$ cat src/kts_pkg.sv
`timescale 1ns / 1ps
// Shared types and constants for the keyframe track sampler.
// No dependencies.
package kts_pkg;
    localparam int MaxKeys = 64;
    localparam int AddrW   = $clog2(MaxKeys);
    localparam int CntW    = AddrW + 1;

    localparam logic [1:0] StInterp = 2'd0;
    localparam logic [1:0] StFirst  = 2'd1;
    localparam logic [1:0] StLast   = 2'd2;
    localparam logic [1:0] StEmpty  = 2'd3;

    localparam logic OpLoad   = 1'b0;
    localparam logic OpSample = 1'b1;

    typedef struct packed {
        logic        opcode;
        logic [5:0]  key_slot;
        logic [31:0] key_time;
        logic [31:0] key_x;
        logic [31:0] key_y;
        logic [31:0] key_z;
        logic [31:0] query_time;
    } t_in_item;

    typedef struct packed {
        logic [31:0] out_x;
        logic [31:0] out_y;
        logic [31:0] out_z;
        logic [1:0]  status;
    } t_out_item;

    typedef enum logic [3:0] {
        S_IDLE, S_RD0, S_CHK0, S_SCAN, S_SCANW, S_DIV, S_MUL, S_MULW, S_ADD,
        S_LASTW, S_OUT
    } t_state;
endpackage

$ cat src/kts_frac_div.sv
`timescale 1ns / 1ps
// Restoring divider for the Q1.16 segment fraction, one quotient bit per cycle.
// Depends on kts_pkg.
module kts_frac_div
    import kts_pkg::*;
(
    input  logic        i_clk,
    input  logic        i_rst_n,
    input  logic        i_start,
    input  logic [31:0] i_num,
    input  logic [31:0] i_den,
    output logic        o_done,
    output logic [16:0] o_quot
);
    // num <= den, so quotient of num<<16 fits 17 bits
    logic [32:0] r_rem, n_rem;
    logic [31:0] r_den;
    logic [16:0] r_quot;
    logic [4:0]  r_cnt;
    logic        r_busy;
    logic [33:0] w_trial;

    assign w_trial = {r_rem, 1'b0} - {2'b0, r_den};
    assign n_rem   = w_trial[33] ? {r_rem[31:0], 1'b0} : w_trial[32:0];

    always_ff @(posedge i_clk) begin
        if (!i_rst_n) begin
            r_busy <= 1'b0;
            o_done <= 1'b0;
        end else begin
            o_done <= 1'b0;
            if (i_start) begin
                r_busy <= 1'b1;
                r_cnt  <= 5'd0;
                r_den  <= i_den;
                r_rem  <= {1'b0, i_num};
                r_quot <= '0;
            end else if (r_busy) begin
                if (r_cnt == 5'd0) begin
                    // first bit: compare num itself (weight 2^16)
                    if ({1'b0, r_rem} >= {2'b0, r_den}) begin
                        r_rem  <= r_rem - {1'b0, r_den};
                        r_quot <= 17'd1;
                    end
                end else begin
                    r_rem  <= n_rem;
                    r_quot <= {r_quot[15:0], ~w_trial[33]};
                end
                r_cnt <= r_cnt + 5'd1;
                if (r_cnt == 5'd16) begin
                    r_busy <= 1'b0;
                    o_done <= 1'b1;
                end
            end
        end
    end
    assign o_quot = r_quot;
endmodule

$ cat config.mk
export PLATFORM = sky130hd
export DESIGN_NAME = kts_frac_div
export DESIGN_NICKNAME = d
export VERILOG_FILES = /design/src/kts_pkg.sv /design/src/kts_frac_div.sv
export SDC_FILE = /design/constraint.sdc
export NUM_CORES = 1
export LEC_CHECK = 0
export BUFFER_PORTS_ARGS = -buffer_cell sky130_fd_sc_hd__buf_4
export CAP_MARGIN = 5
export CELL_PAD_IN_SITES_DETAIL_PLACEMENT = 1
export CELL_PAD_IN_SITES_GLOBAL_PLACEMENT = 2
export CORE_MARGIN = 5
export CORE_UTILIZATION = 40
export CTS_CLUSTER_DIAMETER = 40
export DETAILED_ROUTE_END_ITERATION = 8
export HOLD_SLACK_MARGIN = 0.15
export PLACE_DENSITY_LB_ADDON = 0.1
export RECOVER_POWER = 100
export SYNTH_ARGS = -nofsm -noshare
export SYNTH_HDL_FRONTEND = slang
export SYNTH_SLANG_ARGS = --single-unit
$ cat constraint.sdc
create_clock -name i_clk -period 10.1 [get_ports i_clk]
set_input_delay 1.515 -clock i_clk [delete_from_list [all_inputs] [get_ports i_clk]]
set_output_delay 1.515 -clock i_clk [all_outputs]
set_load 0.005 [all_outputs]
# Word level (Yosys, flattened, before mapping)
# Index checks and enable logic that the tools add are counted.
# totals
word_cells	35
inputBits	67
output_inout_bits	18
regBits	89
# op_classes
n_eq_ne	2
order_cmp	1
n_addsub	3
mux	13
bitwise_logic	3
reduce_logical	6
# ops
op	count
2-to-1 mux 33 bit	4
2-to-1 mux 17 bit	3
subtractor 34 x 32 -> 34 bit	1
>= comparator 33 x 32 -> 1 bit	1
subtractor 33 x 32 -> 33 bit	1
2-to-1 mux 32 bit	1
adder 5 x 1 -> 5 bit, second input constant	1
== test 5 bit, second input constant	1
zero test 5 bit	1
2-to-1 mux 5 bit	1
2-to-1 mux 1 bit	4
AND reduction 2 bit	2
inequality test 3 x 2 -> 1 bit, second input constant	1
NOT 1 bit	3
AND reduction 3 bit	1
OR reduction 3 bit	1
nonzero test 2 bit	1

# Longest topological paths before layout
# logic_depth
ltp_word	5
ltp_mapped	15
mapped_depth_nobuf	12

# Worst setup path after synthesis
# No wires, ideal clock.
# synth_path
path_type	in2reg
start	input port i_start
end	register r_quot[0], in the netlist o_quot[0], enable pin
path_slack_ns	4.864
required_ns	9.612
arrival_ns	4.748
path_stages	4
path_buffers	0
setup_time_ns	0.488
cell_sequence	clkinv_1 -> nand2_1 -> a2111oi_0 -> a31oi_1
# synth_between
elab_chain_len	2
elab_cells_between_ends	3
# synth_lines
element	line_no	rtl
from (decl)	kts_frac_div.sv:9	input logic i_start,
inequality test 3 x 2 -> 1 bit (no source line) or nonzero test 2 bit (tied branches)	--	
AND reduction 3 bit (no source line) *	--	
to (signal assigned)	kts_frac_div.sv:47	r_quot <= {r_quot[15:0], ~w_trial[33]};
to (decl)	kts_frac_div.sv:18	logic [16:0] r_quot;
# Every way passes the cells marked *; elsewhere a longest branch is shown, timed or not.
# A chain may end at the register's enable or synchronous reset.

# Final worst setup path
# Ends and elaborated chain as after synthesis.

==> metrics.md <==
| Metric | Value |
|---|---|
| Number of buffers added on ports | 84 |
| Number of H-tree branching levels | 3 |
| GRT Overall Usage | 0.225 |
| Number of register bits inferred by synthesis | 89 |
| Remaining routing DRC violations | 0 |
| Effective utilization at floorplan | 0.403 |
| Post-cts repair resize count | 0 |
| Cell area after layout | 8540 um^2 |
| GRT Residual Overflow | 0 |
| Dominant combinational cell family by area after synthesis | compound AO/OA/AOI/OAI gates |
| Count of mapped cells out of synthesis | 807 |
| CTS tree | yes |
| Endpoints failing setup | 0 |
| Max rail drop VDD | roughly 0.00010 V |
| Horizontal die dimension | around 150 um |
| Placeable core area | around 19000 um^2 |
| Post-synthesis area per instance | 9.25 um^2 |
| Mux contribution to synthesized area | 0.0216 |
| Post-Synthesis Net Count | roughly 940 |
| Number of global-route vias before repair | around 7000 |
| Max Freq | about 0.16 GHz |
| Number of rows created at floorplan | 50 |
| Minimum clock period after layout | around 6.4 ns |
| Sum of routed wire length over all layers | between 20 and 25 mm |
| Final TNS setup | 0 ns |
| P per Cell Area | 160 nW/um^2 |
| Pin count of the biggest net entering global routing | 51 |
| Share of the synthesized area in compound gates (AO/OA/AOI/OAI) | 0.253 |
| Number of endpoints with negative hold slack in the final report | 0 |
| Post-DP Area | between 8000 and 9000 um^2 |
| Number of nets with antenna violations after detailed routing | 0 |
| Library cell occupying the most area in the post-synthesis netlist | sky130_fd_sc_hd__edfxtp_1 |
| Number of max-cap violations | 5 |
| Final Power | ~1.4 mW |
| Fill cell count | ~2200 |
| Relative area change from synthesis to final layout | 14.3% |
| Half-perimeter wire length after placement | 18.0 mm |
| Height of the chip | 147 um |
| Area share of the leading cell type in the synthesized netlist | 0.350 |
| Worst clock skew | approximately 0.011 ns |
| Pre-antenna DRT Iters | 4 |
| Number of hold-repair buffers added at the cts stage | 0 |
| Xor and xnor fraction of the mapped netlist area | 0.0551 |
| Startpoint of the most critical register-to-register path | r_rem[3] |
| Clock-pin transition on the worst setup and hold timing paths | 0.08 ns |
| Actual slew at the worst max-slew pin | between 2 and 3 ns |
| Unique masters post-synth | 75 |
| Number of buffers on the longest clock path | 2 |
| Highest fanout seen on the critical path | 50 |
| R2R cell count | 10 |
| Initial antenna violation count | 0 |
| Critical path type | in2reg |
| Pins over their slew limit | 181 |
| Total number of yosys warnings | 0 |
| Clk root buf | sky130_fd_sc_hd__clkbuf_16 |
| Kind of start point of the critical path | input pin |
| Register-to-Register Setup Slack | a little under 5 ns |
| Cell Count Post-Placement | about 1100 |
| Diode count | 0 |
| Drt first-iter violations | around 420 |
| Max-Slew Margin vs Limit | -0.676 |
| Final std cells w/o fill | 1115 |
| Simple logic cell fraction of the synthesized area | 0.154 |
| Global-route wire length before repair | ~40 mm |
| Leakage power | 3.66 nW |
| Most frequently used cell type in the post-synthesis netlist | sky130_fd_sc_hd__edfxtp_1 |
| Result of the run | complete, but fails checks |
| Worst r2r dst | r_rem[32] |
| Unrepaired setup endpoints after global routing | no |
| Final clock period utilization by the worst path | 0.632 |
| Ranking of synthesized cells by instance count | sky130_fd_sc_hd__edfxtp_1, sky130_fd_sc_hd__a21oi_1, sky130_fd_sc_hd__ha_1 |
| Fraction of registers with async set or reset after synthesis | 0 |
| TritonCTS buffer count | 9 |
| Count of buffers added by post-CTS timing repair for setup | 0 |
| Worst Setup End Kind | flip-flop |
| Class of the tightest hold or removal check | reg2reg |
| Most used flip-flop cell after synthesis | sky130_fd_sc_hd__edfxtp_1 |
| RD Place Congestion | between 0.8 and 0.9 |
| Via count | around 6700 |
| Latest clock arrival within the worst-skew pair | 0.36 ns |
| Failing checks | max-capacitance violations, max-slew violations |
| Syn Std Cell Area | between 7000 and 8000 um^2 |
| Critical path origin | i_start |
| Vias/cell | 5.99 |
| Critical Path RT | 10.10 ns |
| Final cell utilization of the core | 0.461 |
| Fin nets | 1010 |
| Detailed-route wire length per cell | 21.7 um |
| Area share of fa/ha/maj cells after synthesis | 0.114 |
| CTS sink cnt | a little under 90 |
| Die Area | about 22000 um^2 |
| Top cells by area in the synthesized netlist | sky130_fd_sc_hd__edfxtp_1, sky130_fd_sc_hd__ha_1, sky130_fd_sc_hd__a21oi_1, sky130_fd_sc_hd__a21o_1, sky130_fd_sc_hd__xor2_1 |
| Number of synthesized flops with an enable pin | a little under 90 |
| End point of the critical path | o_quot[0] |
| Layout cells sized above 1 | 0.121 |
| Critical path data arrival time | roughly 6.4 ns |
| Post-synthesis sequential area ratio | 0.355 |
| Top Ports | between 80 and 90 |
## cell usage in the layout (no fill, tap or decap), types with 12 or more instances in the layout
master	synthesis	routed
sky130_fd_sc_hd__nor3_1	20	20
sky130_fd_sc_hd__mux2i_1	15	15
sky130_fd_sc_hd__ha_1	65	65
sky130_fd_sc_hd__nand3_1	15	16
sky130_fd_sc_hd__nand2b_1	12	12
sky130_fd_sc_hd__a21oi_1	69	69
sky130_fd_sc_hd__and3_1	29	29
sky130_fd_sc_hd__xnor2_1	22	22
sky130_fd_sc_hd__nand2_1	56	56
sky130_fd_sc_hd__o21a_1	14	14
sky130_fd_sc_hd__edfxtp_1	87	87
sky130_fd_sc_hd__xor2_1	25	25
sky130_fd_sc_hd__buf_4	0	35
sky130_fd_sc_hd__clkbuf_4	0	45
sky130_fd_sc_hd__a21o_1	34	34
sky130_fd_sc_hd__o21ai_0	39	39
sky130_fd_sc_hd__nor2_1	54	54
sky130_fd_sc_hd__inv_1	54	54
## routing by layer
layer,routed length (um),track usage
met5,0,0
met4,374,0.0536
met3,882,0.0292
met2,11800,0.390
met1,11100,0.299
## through the flow
step	worst slack, ns	hold WS (ns)
4_1_cts	5.80	0.443
5_1_grt	3.46	0.480
2_1_floorplan	4.86	0.411
3_5_place_dp	5.78	0.429
6_report	3.72	0.442
3_3_place_gp	5.90	0.420
## sequential cells by signal, indices dropped and copies added (netlist names)
| register | flops |
|---|---|
| r_rem | 33 |
| r_den | 32 |
| o_quot | 17 |
| r_cnt | 5 |
| o_done | 1 |
| r_busy | 1 |
## worst max-delay path, stage by stage
cell and delay, ns:
sky130_fd_sc_hd__clkbuf_1 1.72, sky130_fd_sc_hd__clkinv_1 0.34, sky130_fd_sc_hd__nand2_1 0.49, sky130_fd_sc_hd__a2111oi_0 0.15
sky130_fd_sc_hd__a31oi_1 1.45, sky130_fd_sc_hd__buf_4 0.66
## worst min path at each step
stage	slack (ns)	startpoint	end	cells past startpoint
6_report	0.44	r_busy	o_done	2
4_1_cts	0.44	r_busy	o_done	2
2_1_floorplan	0.41	r_busy	o_done	2
3_3_place_gp	0.42	r_busy	o_done	2
3_5_place_dp	0.43	r_busy	o_done	2
5_1_grt	0.48	r_busy	o_done	2
## layout make-up
class                      instances  area, um^2  share of cell area
sequential                        89        2650               0.311
tap                              234         293              0.0343
inverter                          55         206              0.0242
timing repair buffer              87         627              0.0734
clock inverter                     7        83.8             0.00982
multi-input combinational        634        4450               0.521
clock buffer                       9         225              0.0264
## power by group
| part | switching (mW) | internal, mW | total, mW |
|---|---|---|---|
| combinational | 0.313 | 0.220 | 0.533 |
| clock | 0.184 | 0.178 | 0.362 |
| sequential | 0.0206 | 0.446 | 0.466 |
| total | 0.518 | 0.844 | 1.36 |
## cell families (layout without fill, tap and decap cells)
kind of cell / count (synthesis) / after routing
AOI/OAI and AO/OA: 273 / 273
xor gates and xnor gates: 47 / 47
adders and majority gates: 67 / 67
buffers and inverters: 84 / 158
DFF: 89 / 89
muxes: 16 / 16
and+or+nand+nor: 231 / 231
(Power assumes the default switching activity.)
